File: src/msh_pkg.sv
// Shared constants, types and control structs for the mid/side highpass block.
package msh_pkg;

    localparam int SAMPLE_BITS   = 24;
    localparam int FRACTION_BITS = 16;
    localparam int COEF_BITS     = 16;

    // lowpass state holds side << FRACTION_BITS
    localparam int LP_BITS  = SAMPLE_BITS + 1 + FRACTION_BITS;
    localparam int X_BITS   = LP_BITS + 1;
    localparam int ERR_BITS = FRACTION_BITS + 2;

    // golden ratio complement, 25033 / 2^16
    localparam int GOLD_SHIFT = 16;
    localparam logic [GOLD_SHIFT-1:0] GOLD_NEW = GOLD_SHIFT'(25033);

    localparam int DATA_BITS = 32;
    localparam int ADDR_BITS = 3;
    localparam int INDEX_BITS = ADDR_BITS - 2;
    localparam logic [INDEX_BITS-1:0] REG_SIDE_COEF = INDEX_BITS'(0);

    typedef logic signed [SAMPLE_BITS-1:0] sample_t;
    typedef logic signed [X_BITS-1:0]      xval_t;
    typedef logic [COEF_BITS-1:0]          coef_t;

    typedef struct packed {
        logic advance;
        logic phase;
    } step_ctrl_t;

endpackage

File: src/msh_noise_shaper.sv
// Error-feedback requantizer for one channel, with saturation and a result register.
module msh_noise_shaper (
    input  logic                clk,
    input  logic                rst_n,
    input  msh_pkg::step_ctrl_t ctrl,
    input  msh_pkg::xval_t      x,
    output msh_pkg::sample_t    sample
);

    localparam int XW = msh_pkg::X_BITS;
    localparam int FB = msh_pkg::FRACTION_BITS;
    localparam int EW = msh_pkg::ERR_BITS;
    localparam int SB = msh_pkg::SAMPLE_BITS;
    localparam int GS = msh_pkg::GOLD_SHIFT;
    localparam int PW = EW + 1 + GS + 1;
    localparam int QW = XW + 1 - FB;
    localparam logic signed [XW:0]   HALF   = (XW + 1)'(1) << (FB - 1);
    localparam logic signed [FB:0]   E_HALF = {2'b01, {(FB - 1){1'b0}}};
    localparam logic signed [PW-1:0] ROUND  = PW'(1) << (GS - 1);
    localparam logic signed [QW-1:0] QMAX   = QW'((64'sd1 <<< (SB - 1)) - 64'sd1);
    localparam logic signed [QW-1:0] QMIN   = -QMAX - QW'(1);

    logic signed [EW-1:0] err_even_reg;
    logic signed [EW-1:0] err_odd_reg;
    logic signed [EW-1:0] err_cur;
    logic signed [EW-1:0] err_next;
    logic signed [XW:0]   xh;
    logic signed [FB:0]   e;
    logic signed [EW:0]   ediff;
    logic signed [PW-1:0] prod;
    logic signed [PW-1:0] prod_rnd;
    logic signed [EW+1:0] gstep;
    logic signed [EW+1:0] err_sum;
    logic signed [XW:0]   osum;
    logic signed [QW-1:0] oq;
    msh_pkg::sample_t     sample_reg;
    msh_pkg::sample_t     sample_next;

    always_comb
    begin
        err_cur  = ctrl.phase ? err_even_reg : err_odd_reg;
        // quantization error is the rounded-off fraction
        xh       = (XW + 1)'(x) + HALF;
        e        = $signed({1'b0, xh[FB-1:0]}) - E_HALF;
        ediff    = (EW + 1)'(e) - (EW + 1)'(err_cur);
        prod     = PW'(ediff) * PW'($signed({1'b0, msh_pkg::GOLD_NEW}));
        prod_rnd = prod + ROUND;
        gstep    = prod_rnd[PW-1:GS];
        err_sum  = (EW + 2)'(err_cur) + gstep;
        err_next = err_sum[EW-1:0];
        osum     = (XW + 1)'(x) + (XW + 1)'(err_next) + HALF;
        oq       = osum[XW:FB];
        priority if (oq > QMAX)
        begin
            sample_next = QMAX[SB-1:0];
        end
        else if (oq < QMIN)
        begin
            sample_next = QMIN[SB-1:0];
        end
        else
        begin
            sample_next = oq[SB-1:0];
        end
    end

    always_ff @(posedge clk or negedge rst_n)
    begin
        if (!rst_n)
        begin
            err_even_reg <= '0;
            err_odd_reg  <= '0;
        end
        else if (ctrl.advance)
        begin
            if (ctrl.phase)
            begin
                err_even_reg <= err_next;
            end
            else
            begin
                err_odd_reg <= err_next;
            end
        end
    end

    always_ff @(posedge clk)
    begin
        if (ctrl.advance)
        begin
            sample_reg <= sample_next;
        end
    end

    assign sample = sample_reg;

endmodule
File: config.mk
export PLATFORM = sky130hd
export DESIGN_NAME = msh_noise_shaper
export DESIGN_NICKNAME = d
export VERILOG_FILES = /design/src/msh_pkg.sv /design/src/msh_noise_shaper.sv
export SDC_FILE = /design/constraint.sdc
export NUM_CORES = 1
export LEC_CHECK = 0
export ABC_AREA = 1
export BUFFER_PORTS_ARGS = -buffer_cell sky130_fd_sc_hd__buf_2
export CELL_PAD_IN_SITES_DETAIL_PLACEMENT = 0
export CELL_PAD_IN_SITES_GLOBAL_PLACEMENT = 1
export CORE_AREA = 2 2 117 232
export DETAILED_ROUTE_END_ITERATION = 12
export DIE_AREA = 0 0 119 234
export HOLD_SLACK_MARGIN = 0.15
export PLACE_DENSITY = 0.86
export SKIP_LAST_GASP = 1
export SYNTH_ARGS = -nofsm -noshare
export SYNTH_HDL_FRONTEND = slang
export SYNTH_SLANG_ARGS = --single-unit
File: constraint.sdc
create_clock -name clk -period 13.93 [get_ports clk]
set_input_delay 2.786 -clock clk [delete_from_list [all_inputs] [get_ports clk]]
set_output_delay 2.786 -clock clk [all_outputs]
set_load 0.05 [all_outputs]
==> results of run 1 <==
-- worst register-to-register path: cells and delay by family, from the launching register on --
kind	cells	cell delay (ns)
buffers and inverters	16	1.83
adders and majority gates	11	4.21
DFF	1	0.37
AOI/OAI and AO/OA	11	1.87
xor gates and xnor gates	3	0.64
and+or+nand+nor	17	1.77
-- repair_timing --
item	in CTS	in global routing
gates resized for setup	0	100
setup endpoints to repair	0	24
endpoints found under the hold margin	0	0
setup buffers	0	7
-- logic make-up (layout without fill, tap and decap cells) --
group | Yosys count | after routing | synth area share [%]
other | 0 | 1 | 0
and+or+nand+nor | 528 | 528 | 18.44
xor gates and xnor gates | 88 | 88 | 6.392
muxes | 1 | 1 | 0.09160
AOI/OAI and AO/OA | 283 | 283 | 13.15
adders and majority gates | 331 | 331 | 38.64
buffers and inverters | 321 | 540 | 10.10
DFF | 60 | 60 | 13.19
-- per-stage QoR --
stage | hold slack, ns | setup TNS (ns) | utilization [%] | cells
after floorplan | 0.4417 | 0 | - | 1612
after global placement | 0.4569 | -5.521 | 53.89 | 2152
after detailed placement | 0.4617 | -6.420 | 53.89 | 2152
after CTS | 0.4761 | 0 | 54.96 | 2168
after global routing | 0.4939 | -0.7086 | 56.96 | 2175
final | 0.4735 | 0 | 56.97 | 2176
-- metal layers --
metal	GRT usage (%)	up-vias
li1	-	5681
met4	18.79	0
met3	1.775	135
met1	22.55	5320
met2	59.55	225
met5	0	-
-- synthesized netlist by cell type, types with 10 or more instances --
master                     number
sky130_fd_sc_hd__a21o_1        14
sky130_fd_sc_hd__a21oi_1      112
sky130_fd_sc_hd__a31oi_1       13
sky130_fd_sc_hd__clkbuf_1      10
sky130_fd_sc_hd__dfrtp_1       36
sky130_fd_sc_hd__edfxtp_1      24
sky130_fd_sc_hd__fa_1          81
sky130_fd_sc_hd__ha_1         250
sky130_fd_sc_hd__inv_1        298
sky130_fd_sc_hd__nand2_1      322
sky130_fd_sc_hd__nand2_2       12
sky130_fd_sc_hd__nand3_1       39
sky130_fd_sc_hd__nand3_2       11
sky130_fd_sc_hd__nor2_1        95
sky130_fd_sc_hd__nor3_1        10
sky130_fd_sc_hd__o21ai_0       95
sky130_fd_sc_hd__o21bai_1      11
sky130_fd_sc_hd__or2_2         15
sky130_fd_sc_hd__xnor2_1       24
sky130_fd_sc_hd__xor2_1        62
-- worst min path at each step --
stage                                 start                           end  slack, ns  depth (start not counted)
2_1_floorplan  err_even_reg[17]$_DFFE_PN0P_  err_even_reg[17]$_DFFE_PN0P_       0.44                          2
4_1_cts          err_odd_reg[9]$_DFFE_PN0P_    err_odd_reg[9]$_DFFE_PN0P_       0.48                          2
5_1_grt         err_odd_reg[16]$_DFFE_PN0P_   err_odd_reg[16]$_DFFE_PN0P_       0.49                          2
6_report        err_odd_reg[16]$_DFFE_PN0P_   err_odd_reg[16]$_DFFE_PN0P_       0.47                          2
3_5_place_dp     err_odd_reg[9]$_DFFE_PN0P_    err_odd_reg[9]$_DFFE_PN0P_       0.46                          2
3_3_place_gp    err_odd_reg[11]$_DFFE_PN0P_   err_odd_reg[11]$_DFFE_PN0P_       0.46                          2
-- cell type report --
class,count,area (µm²),area share (%)
Clock inverter,4,23.77,0.1595
Tap cell,344,430.4,2.887
Clock buffer,12,256.5,1.721
Antenna cell,1,2.502,0.01679
Sequential cell,60,1622,10.88
Multi-Input combinational cell,1231,9884,66.30
Inverter,303,1141,7.654
Timing Repair Buffer,221,1548,10.38
==> results.json, run 1 <==
{
  "outcome": "finished, final reports clean",
  "synth.cell_area_mm2": 0.01229,
  "post-synth-top-area-cell": "sky130_fd_sc_hd__ha_1",
  "avgRoutedWirePerCell_um": 17.24,
  "report.final.slew_viol_count": 0,
  "place.gp.congestion": 0.9748,
  "start_kind": "input pin",
  "numCtsBuffers": 9,
  "timing.rr.start": "err_even_reg[5]$_DFFE_PN0P_",
  "core_mm2": 0.02617,
  "htree_num_levels": 3,
  "drt-vias-per-instance": 5.221,
  "first_global_vias": 12166,
  "io_buffers": 69,
  "dp_hpwl_um": 33140,
  "die_height_um": 234,
  "period_share_pct": 95.95,
  "totalWireLength_um": 37520,
  "crit_path_end": "sample[20]$_SDFFCE_PN1P_",
  "worstSetupPathType": "in2reg",
  "final.setup.worst_slack_ns": 0.5647,
  "top_signal_layer_used": "met4",
  "placementRows": 84,
  "worst-r2r-cell-count": 58,
  "most-common-layout-cells": "316 x sky130_fd_sc_hd__nand2_1, 297 x sky130_fd_sc_hd__inv_1, 233 x sky130_fd_sc_hd__ha_1",
  "fin_worst_skew_ns": 0.009641,
  "worst_r2r_endpoint": "sample[20]$_SDFFCE_PN1P_",
  "met3_length_um": 595,
  "clock_sink_count": 60,
  "cp_data_arrival_time_ns": 13.46,
  "nNetsFinal": 2203,
  "synth_top_cell_area_share_pct": 25.45,
  "path_depth": 60,
  "final_area_mm2": 0.01491,
  "first_pass_grt_wire_length_um": 58850,
  "mostFrequentLayoutCell": "sky130_fd_sc_hd__nand2_1",
  "clock_root_buffer": "sky130_fd_sc_hd__clkbuf_16",
  "max-cap-violations": 0,
  "critPathTopFamily": "adder cells",
  "yosys_warnings": 0,
  "chipWidth_um": 119,
  "vias": 11361,
  "classification_of_the_worst_slack_hold_path": "reg2reg",
  "synth.area.top_cells": "sky130_fd_sc_hd__ha_1 25%, sky130_fd_sc_hd__fa_1 13%, sky130_fd_sc_hd__nand2_1 9.8%",
  "required_ns": 14.03,
  "layout_min_cycle_time_ns": 13.37,
  "finalHoldViolCount": 0,
  "yosys_register_bits": 60,
  "detailedRoute.firstPassIterationCount": 5,
  "synthesis.instances": 1612,
  "max_freq_ghz": 0.07482,
  "reg2reg_setup_slack_ns": 3.01,
  "post_dp_cell_area_mm2": 0.01410,
  "fillCellCount": 2496,
  "pin_count_of_the_biggest_net_entering_global_routing": 37,
  "cts_tree": "built",
  "antenna_found_initial": 1,
  "count_of_flip_flops_with_a_built_in_enable_after_synthesis": 24,
  "ctsHoldBuffers": 0,
  "setup_violations": 0,
  "route.met2.wl_um": 22210,
  "syn2layout_area_growth_pct": 21.27,
  "crit_path_end_kind": "flop",
  "crit_start": "ctrl[0]",
  "cp_max_fo": 23,
  "post_cts_clock_slew_at_the_launch_and_capture_registers_of_the_worst_setup_and_hold_paths_ns": 0.05,
  "timing.critical_path.slowest_cell_delay_ns": 0.55,
  "yosysSeqAreaShare_pct": 13.19,
  "ios": 70,
  "avgSynthCellArea_um2": 7.626,
  "ys_dominant_reg_cell": "sky130_fd_sc_hd__dfrtp_1",
  "largest_reg_flops": 24,
  "drive_gt1_share_pct": 20.54,
  "maxSlewHeadroom_pct": 44.69,
  "postRouteAntennaNets": 0,
  "slowest_stage": "sky130_fd_sc_hd__fa_1",
  "path_buf_inv": 18,
  "mappedNetlistNets": 1989,
  "initial_cell_density_of_the_core_pct": 46.97,
  "async_flop_share_pct": 60.00,
  "post_route_m1_wl_um": 11710,
  "drt_drc_violations_left": 0,
  "max_slew.worst_pin.slew_ns": 0.8297,
  "post-place-ws_ns": -0.3077,
  "cts-root-to-sink-buffers": 2,
  "globalRouteTotalUtil_pct": 27.57,
  "synth.lib_cells_used.distinct": 51,
  "gr-total-overflow": 0,
  "die_area_mm2": 0.02785,
  "detail_route.iter0.violations": 503,
  "critPathMostFrequentCell": "sky130_fd_sc_hd__inv_1",
  "insertion_delay_ns": 0.35
}
Power of run 1 is not shown: default switching activity piles up to over one toggle a cycle in this logic, so the estimate is an artifact.
==> run 2, diff against run 1 <==
==> constraint.sdc (replaced) <==
create_clock -name clk -period 14.89 [get_ports clk]
set_input_delay 2.978 -clock clk [delete_from_list [all_inputs] [get_ports clk]]
set_output_delay 2.978 -clock clk [all_outputs]
set_load 0.05 [all_outputs]
==> run 2 against run 1 <==
Worst setup slack better by 0.18 ns. First-iteration DRC count is 12% lower. Clock skew is 0.0019 ns lower. Design area is 9.2% lower. Via count is 4.8% lower. Count of clock-buffer cells in the layout is 1 higher. Global-route usage is 0.88 points lower. Routed wire length is 3.7% lower.
==> results.json, run 2 (synthesis gave the netlist of run 1 again) <==
{
  "fin_worst_skew_ns": 0.007739,
  "avgRoutedWirePerCell_um": 17.62,
  "clock_sink_count": 60,
  "required_ns": 14.99,
  "largest_reg_flops": 24,
  "die_height_um": 234,
  "post_route_m1_wl_um": 11370,
  "detailedRoute.firstPassIterationCount": 4,
  "drt-vias-per-instance": 5.278,
  "dp_hpwl_um": 31730,
  "classification_of_the_worst_slack_hold_path": "reg2reg",
  "outcome": "finished, final reports clean",
  "die_area_mm2": 0.02785,
  "layout_min_cycle_time_ns": 14.15,
  "globalRouteTotalUtil_pct": 26.70,
  "post_cts_clock_slew_at_the_launch_and_capture_registers_of_the_worst_setup_and_hold_paths_ns": 0.05,
  "ios": 70,
  "timing.critical_path.slowest_cell_delay_ns": 0.54,
  "insertion_delay_ns": 0.35,
  "cp_data_arrival_time_ns": 14.24,
  "start_kind": "input pin",
  "cts_tree": "built",
  "post-place-ws_ns": 0.06173,
  "totalWireLength_um": 36130,
  "post_dp_cell_area_mm2": 0.01320,
  "critPathTopFamily": "adder cells",
  "maxSlewHeadroom_pct": 44.30,
  "syn2layout_area_growth_pct": 10.11,
  "clock_root_buffer": "sky130_fd_sc_hd__clkbuf_16",
  "pin_count_of_the_biggest_net_entering_global_routing": 37,
  "chipWidth_um": 119,
  "place.gp.congestion": 0.9511,
  "detail_route.iter0.violations": 444,
  "drt_drc_violations_left": 0,
  "max_freq_ghz": 0.07068,
  "antenna_cells_inserted": 0,
  "drive_gt1_share_pct": 10.32,
  "initial_cell_density_of_the_core_pct": 46.97,
  "worst-r2r-cell-count": 50,
  "htree_num_levels": 3,
  "period_share_pct": 95.02,
  "hold_path_depth": 2,
  "crit_path_end_kind": "flop",
  "critPathMostFrequentCell": "sky130_fd_sc_hd__inv_1",
  "postRouteAntennaNets": 0,
  "rsz_0062_raised_after_global_routing": "no",
  "top_signal_layer_used": "met4",
  "cts-root-to-sink-buffers": 2,
  "final.setup.worst_slack_ns": 0.7416,
  "path_buf_inv": 11,
  "most-common-layout-cells": "322 x sky130_fd_sc_hd__nand2_1, 298 x sky130_fd_sc_hd__inv_1, 250 x sky130_fd_sc_hd__ha_1",
  "met3_length_um": 616,
  "max_slew.worst_pin.slew_ns": 0.8355,
  "first_global_vias": 11636,
  "route.met2.wl_um": 21320,
  "report.final.slew_viol_count": 0,
  "core_mm2": 0.02617,
  "gr-total-overflow": 0,
  "antenna_found_initial": 2,
  "cp_max_fo": 11,
  "slowest_stage": "sky130_fd_sc_hd__fa_1",
  "numCtsBuffers": 9,
  "placementRows": 84,
  "vias": 10819,
  "fin_tns_setup_ns": 0,
  "final_area_mm2": 0.01354,
  "io_buffers": 69,
  "first_pass_grt_wire_length_um": 56980,
  "finalHoldViolCount": 0,
  "mostFrequentLayoutCell": "sky130_fd_sc_hd__nand2_1",
  "setup_violations": 0,
  "path_depth": 52,
  "nNetsFinal": 2078,
  "worstSetupPathType": "in2reg",
  "max-cap-violations": 0
}
[run 2: cell types whose count changed in the layout (fill, tap and decap cells not counted), sizes merged]
| cell | change |
|---|---|
| inv | +1 |
| clkbuf | +1 |
| buf | -125 |
| diode | -1 |
| clkinvlp | -2 |
[run 2: metal layers]
layer,global-route usage [%],up-vias
li1,-,5422
met1,22.03,5062
met2,56.61,216
met3,1.994,119
met4,19.46,0
met5,0,-
[run 2: timing repair]
| item | 4_1_cts | 5_1_grt |
|---|---|---|
| hold buffers | 0 | 0 |
| setup endpoints to repair | 0 | 23 |
| buffers inserted | 0 | 1 |
| endpoints found under the hold margin | 0 | 0 |
| gates resized for setup | 0 | 9 |
[run 2: worst paths after layout]
check	startpoint	slack (ns)	to
max	ctrl[0]	0.74	sample[19]$_SDFFCE_PN1P_
min	err_odd_reg[11]$_DFFE_PN0P_	0.47	err_odd_reg[11]$_DFFE_PN0P_
max reg2reg	err_even_reg[8]$_DFFE_PN0P_	3.31	sample[19]$_SDFFCE_PN1P_
min reg2reg	err_odd_reg[11]$_DFFE_PN0P_	0.47	err_odd_reg[11]$_DFFE_PN0P_
max in group asynchronous	rst_n	11.62	err_odd_reg[0]$_DFFE_PN0P_
min in group asynchronous	rst_n	2.73	err_even_reg[12]$_DFFE_PN0P_
[run 2: stage by stage]
step           hold WS [ns]  cells  util [%]
2_1_floorplan        0.4417   1612         -
3_3_place_gp         0.4575   2033     50.43
3_5_place_dp         0.4608   2033     50.43
4_1_cts              0.4754   2049     51.57
5_1_grt              0.4991   2050     51.72
6_report             0.4744   2050     51.72
[run 2: area by class of cell]
class | instances | area (µm²)
Multi-Input combinational cell | 1231 | 9463
Clock inverter | 3 | 16.27
Clock buffer | 13 | 281.5
Inverter | 303 | 1137
Sequential cell | 60 | 1622
Timing Repair Buffer | 96 | 585.6
Fill cell | 2663 | 12630
Tap cell | 344 | 430.4
[run 2: worst register-to-register path, delay by kind of cell (launching register included)]
family / cells / cell delay, ns
DFF: 1 / 0.38
and+or+nand+nor: 8 / 1.03
AOI/OAI and AO/OA: 18 / 3.79
buffers and inverters: 9 / 0.93
xor gates and xnor gates: 4 / 0.85
adders and majority gates: 11 / 4.36
Power of run 2 is left out for the same reason.
==> run 3, diff against run 2 <==
--- a/config.mk
+++ b/config.mk
@@ -5,13 +5,13 @@
 export SDC_FILE = /design/constraint.sdc
 export NUM_CORES = 1
 export LEC_CHECK = 0
-export ABC_AREA = 1
 export BUFFER_PORTS_ARGS = -buffer_cell sky130_fd_sc_hd__buf_2
+export CAP_MARGIN = 25
 export CELL_PAD_IN_SITES_DETAIL_PLACEMENT = 0
 export CELL_PAD_IN_SITES_GLOBAL_PLACEMENT = 1
-export CORE_AREA = 2 2 117 232
+export CORE_AREA = 2 2 110 219
 export DETAILED_ROUTE_END_ITERATION = 12
-export DIE_AREA = 0 0 119 234
+export DIE_AREA = 0 0 112 221
 export HOLD_SLACK_MARGIN = 0.15
 export PLACE_DENSITY = 0.86
 export SKIP_LAST_GASP = 1
==> run 3 against run 2 <==
Die area decreased by 11%. Sequential cell count unchanged. Synthesized cell count decreased by 23%. Synthesized area decreased by 9.1%.
==> results.json, run 3 <==
{
  "slowest_stage": "sky130_fd_sc_hd__fa_1",
  "yosys_warnings": 0,
  "async_flop_share_pct": 60.00,
  "synth.top_cells.by_count": "250 x sky130_fd_sc_hd__ha_1, 206 x sky130_fd_sc_hd__inv_1, 87 x sky130_fd_sc_hd__o21ai_0",
  "die_height_um": 221,
  "yosys.cell_count.top_type": "sky130_fd_sc_hd__ha_1",
  "hp-start": "err_odd_reg[14]$_DFFE_PN0P_",
  "final.setup.worst_slack_ns": 0.2502,
  "path_buf_inv": 12,
  "rsz_0062_raised_after_global_routing": "yes",
  "combinational_family_with_the_most_area_after_synthesis": "adder cells",
  "synth_top_cell_area_share_pct": 28.00,
  "portion_of_netlist_area_occupied_by_mux_cells_pct": 2.778,
  "avgSynthCellArea_um2": 8.958,
  "yosysSeqAreaShare_pct": 14.52,
  "worst-r2r-cell-count": 59,
  "timing.critical_path.slowest_cell_delay_ns": 0.53,
  "numCtsBuffers": 9,
  "clock_sink_count": 60,
  "first_global_vias": 11467,
  "ios": 70,
  "outcome": "finished, final reports clean",
  "initial_cell_density_of_the_core_pct": 48.30,
  "critPathTopFamily": "compound AO/OA/AOI/OAI gates",
  "detail_route.iter0.violations": 331,
  "clock_root_buffer": "sky130_fd_sc_hd__clkbuf_16",
  "finalHoldViolCount": 0,
  "post-synth-top-area-cell": "sky130_fd_sc_hd__ha_1",
  "min_delay_worst_endpoint": "err_odd_reg[14]$_DFFE_PN0P_",
  "drive_gt1_share_pct": 33.21,
  "yosys.area_share.xor_xnor_pct": 6.586,
  "pin_count_of_the_biggest_net_entering_global_routing": 37,
  "mostFrequentLayoutCell": "sky130_fd_sc_hd__buf_4",
  "ys_dominant_reg_cell": "sky130_fd_sc_hd__dfrtp_1",
  "insertion_delay_ns": 0.35,
  "io_buffers": 69,
  "cp_data_arrival_time_ns": 14.73,
  "max_slew.worst_pin.slew_ns": 0.8212,
  "crit_path_end_kind": "flop",
  "cts_tree": "built",
  "htree_num_levels": 3,
  "chipWidth_um": 112,
  "totalWireLength_um": 35350,
  "post_cts_clock_slew_at_the_launch_and_capture_registers_of_the_worst_setup_and_hold_paths_ns": 0.05,
  "avgRoutedWirePerCell_um": 18.64,
  "synthesized_area_fraction_occupied_by_adder_cells_pct": 42.52,
  "finish.utilization_pct": 67.22,
  "setup_violations": 0,
  "timing.rr.start": "err_odd_reg[0]$_DFFE_PN0P_",
  "synth.cell_area_mm2": 0.01117,
  "antenna_found_initial": 0,
  "max-cap-violations": 0,
  "report.final.slew_viol_count": 0,
  "required_ns": 14.98,
  "antenna_cells_inserted": 0,
  "simple_gate_area_share_of_the_yosys_netlist_pct": 10.15,
  "synthesis.instances": 1247,
  "gr-total-overflow": 0,
  "place.gp.congestion": 0.9881,
  "globalRouteTotalUtil_pct": 27.32,
  "cp_max_fo": 12,
  "drt_drc_violations_left": 0,
  "most-common-layout-cells": "281 x sky130_fd_sc_hd__buf_4, 200 x sky130_fd_sc_hd__inv_1, 198 x sky130_fd_sc_hd__ha_1",
  "vias": 10568,
  "postRouteAntennaNets": 0,
  "core_mm2": 0.02313,
  "yosys_register_bits": 60,
  "dp_hpwl_um": 27790,
  "fin_worst_skew_ns": 0.01059,
  "placementRows": 79,
  "die_area_mm2": 0.02475,
  "mappedNetlistNets": 1624,
  "layout_min_cycle_time_ns": 14.64,
  "start_kind": "input pin",
  "worst_r2r_endpoint": "sample[21]$_SDFFCE_PN1P_",
  "worstSetupPathType": "in2reg",
  "nNetsFinal": 1986,
  "synth.area.top_cells": "sky130_fd_sc_hd__ha_1 28%, sky130_fd_sc_hd__fa_1 15%, sky130_fd_sc_hd__dfrtp_1 8.1%",
  "drt-vias-per-instance": 5.571,
  "maxSlewHeadroom_pct": 45.26,
  "syn2layout_area_growth_pct": 39.18,
  "count_of_flip_flops_with_a_built_in_enable_after_synthesis": 24,
  "max_freq_ghz": 0.06831,
  "reg2reg_setup_slack_ns": 2.70,
  "classification_of_the_worst_slack_hold_path": "reg2reg",
  "cts-root-to-sink-buffers": 2,
  "first_pass_grt_wire_length_um": 53770,
  "largest_reg_flops": 24,
  "period_share_pct": 98.32,
  "hold_path_depth": 2,
  "synth.lib_cells_used.distinct": 64,
  "detailedRoute.firstPassIterationCount": 5,
  "ctsHoldBuffers": 0,
  "post-place-ws_ns": -1.126,
  "synth-compound-area-share_pct": 15.83
}
[run 3: cell count changes after synthesis, sizes merged, moves of 23 or more]
| cell | before | now |
|---|---|---|
| inv | 301 | 207 |
| nand2 | 335 | 70 |
| xor2 | 64 | 37 |
| nand3 | 50 | 19 |
| xnor2 | 24 | 47 |
| nor2 | 100 | 60 |
| a21oi | 114 | 63 |
[run 3: timing repair]
| action | 4_1_cts | 5_1_grt |
|---|---|---|
| resized for setup | 71 | 117 |
| endpoints found under the setup margin | 24 | 24 |
| pin swaps | 80 | 86 |
| gates cloned | 1 | 3 |
| buffers inserted | 27 | 12 |
[run 3: cell type report]
class	count	area, µm²
inverter	207	777.0
clock inverter	6	35.03
multi-input combinational	962	9743
timing repair buffer	369	2766
fill	1818	7582
clock buffer	10	250.2
tap	283	354.1
sequential	60	1622
[run 3: cells by family after synthesis]
kind of cell / count (synthesis)
fa+ha+maj: 331
buf+inv: 225
flops: 60
compound gates: 278
simple gates: 239
mux: 30
xor+xnor: 84
[run 3: metal layers]
layer,wire length [µm],up-vias,track usage [%]
li1,-,5033,-
met1,10930,5066,23.27
met2,19790,294,55.09
met3,944,175,2.821
met4,3689,0,21.09
met5,0,-,0
[run 3: through the flow]
step                setup TNS (ns)  cells  area, µm²  hold slack (ns)
finish                           0   1897      15550           0.4772
global placement            -22.11   1841      13840           0.4614
detailed placement          -24.58   1841      13840           0.4700
CTS                              0   1885      14750           0.4817
floorplan                        0   1247      11260           0.4492
global route                -2.831   1897      15550           0.5098
[run 3: worst max-delay path by stage]
stage | from | end | slack, ns | cells after the start
after floorplan | ctrl[0] | sample[2]$_SDFFCE_PN1P_ | 0.04 | 55
after global placement | ctrl[0] | sample[13]$_SDFFCE_PN1P_ | -0.94 | 55
after detailed placement | ctrl[0] | sample[4]$_SDFFCE_PN1P_ | -1.13 | 55
after CTS | ctrl[0] | sample[12]$_SDFFCE_PN1P_ | 0.02 | 59
after global routing | ctrl[0] | sample[7]$_SDFFCE_PN1P_ | -0.16 | 61
final | ctrl[0] | sample[21]$_SDFFCE_PN1P_ | 0.25 | 60
[run 3: tightest hold or removal path: stages (launching register included)]
cell	delay, ns
sky130_fd_sc_hd__dfrtp_1	0.34
sky130_fd_sc_hd__nand2_1	0.05
sky130_fd_sc_hd__o21ai_0	0.06
Power of run 3 is left out for the same reason.
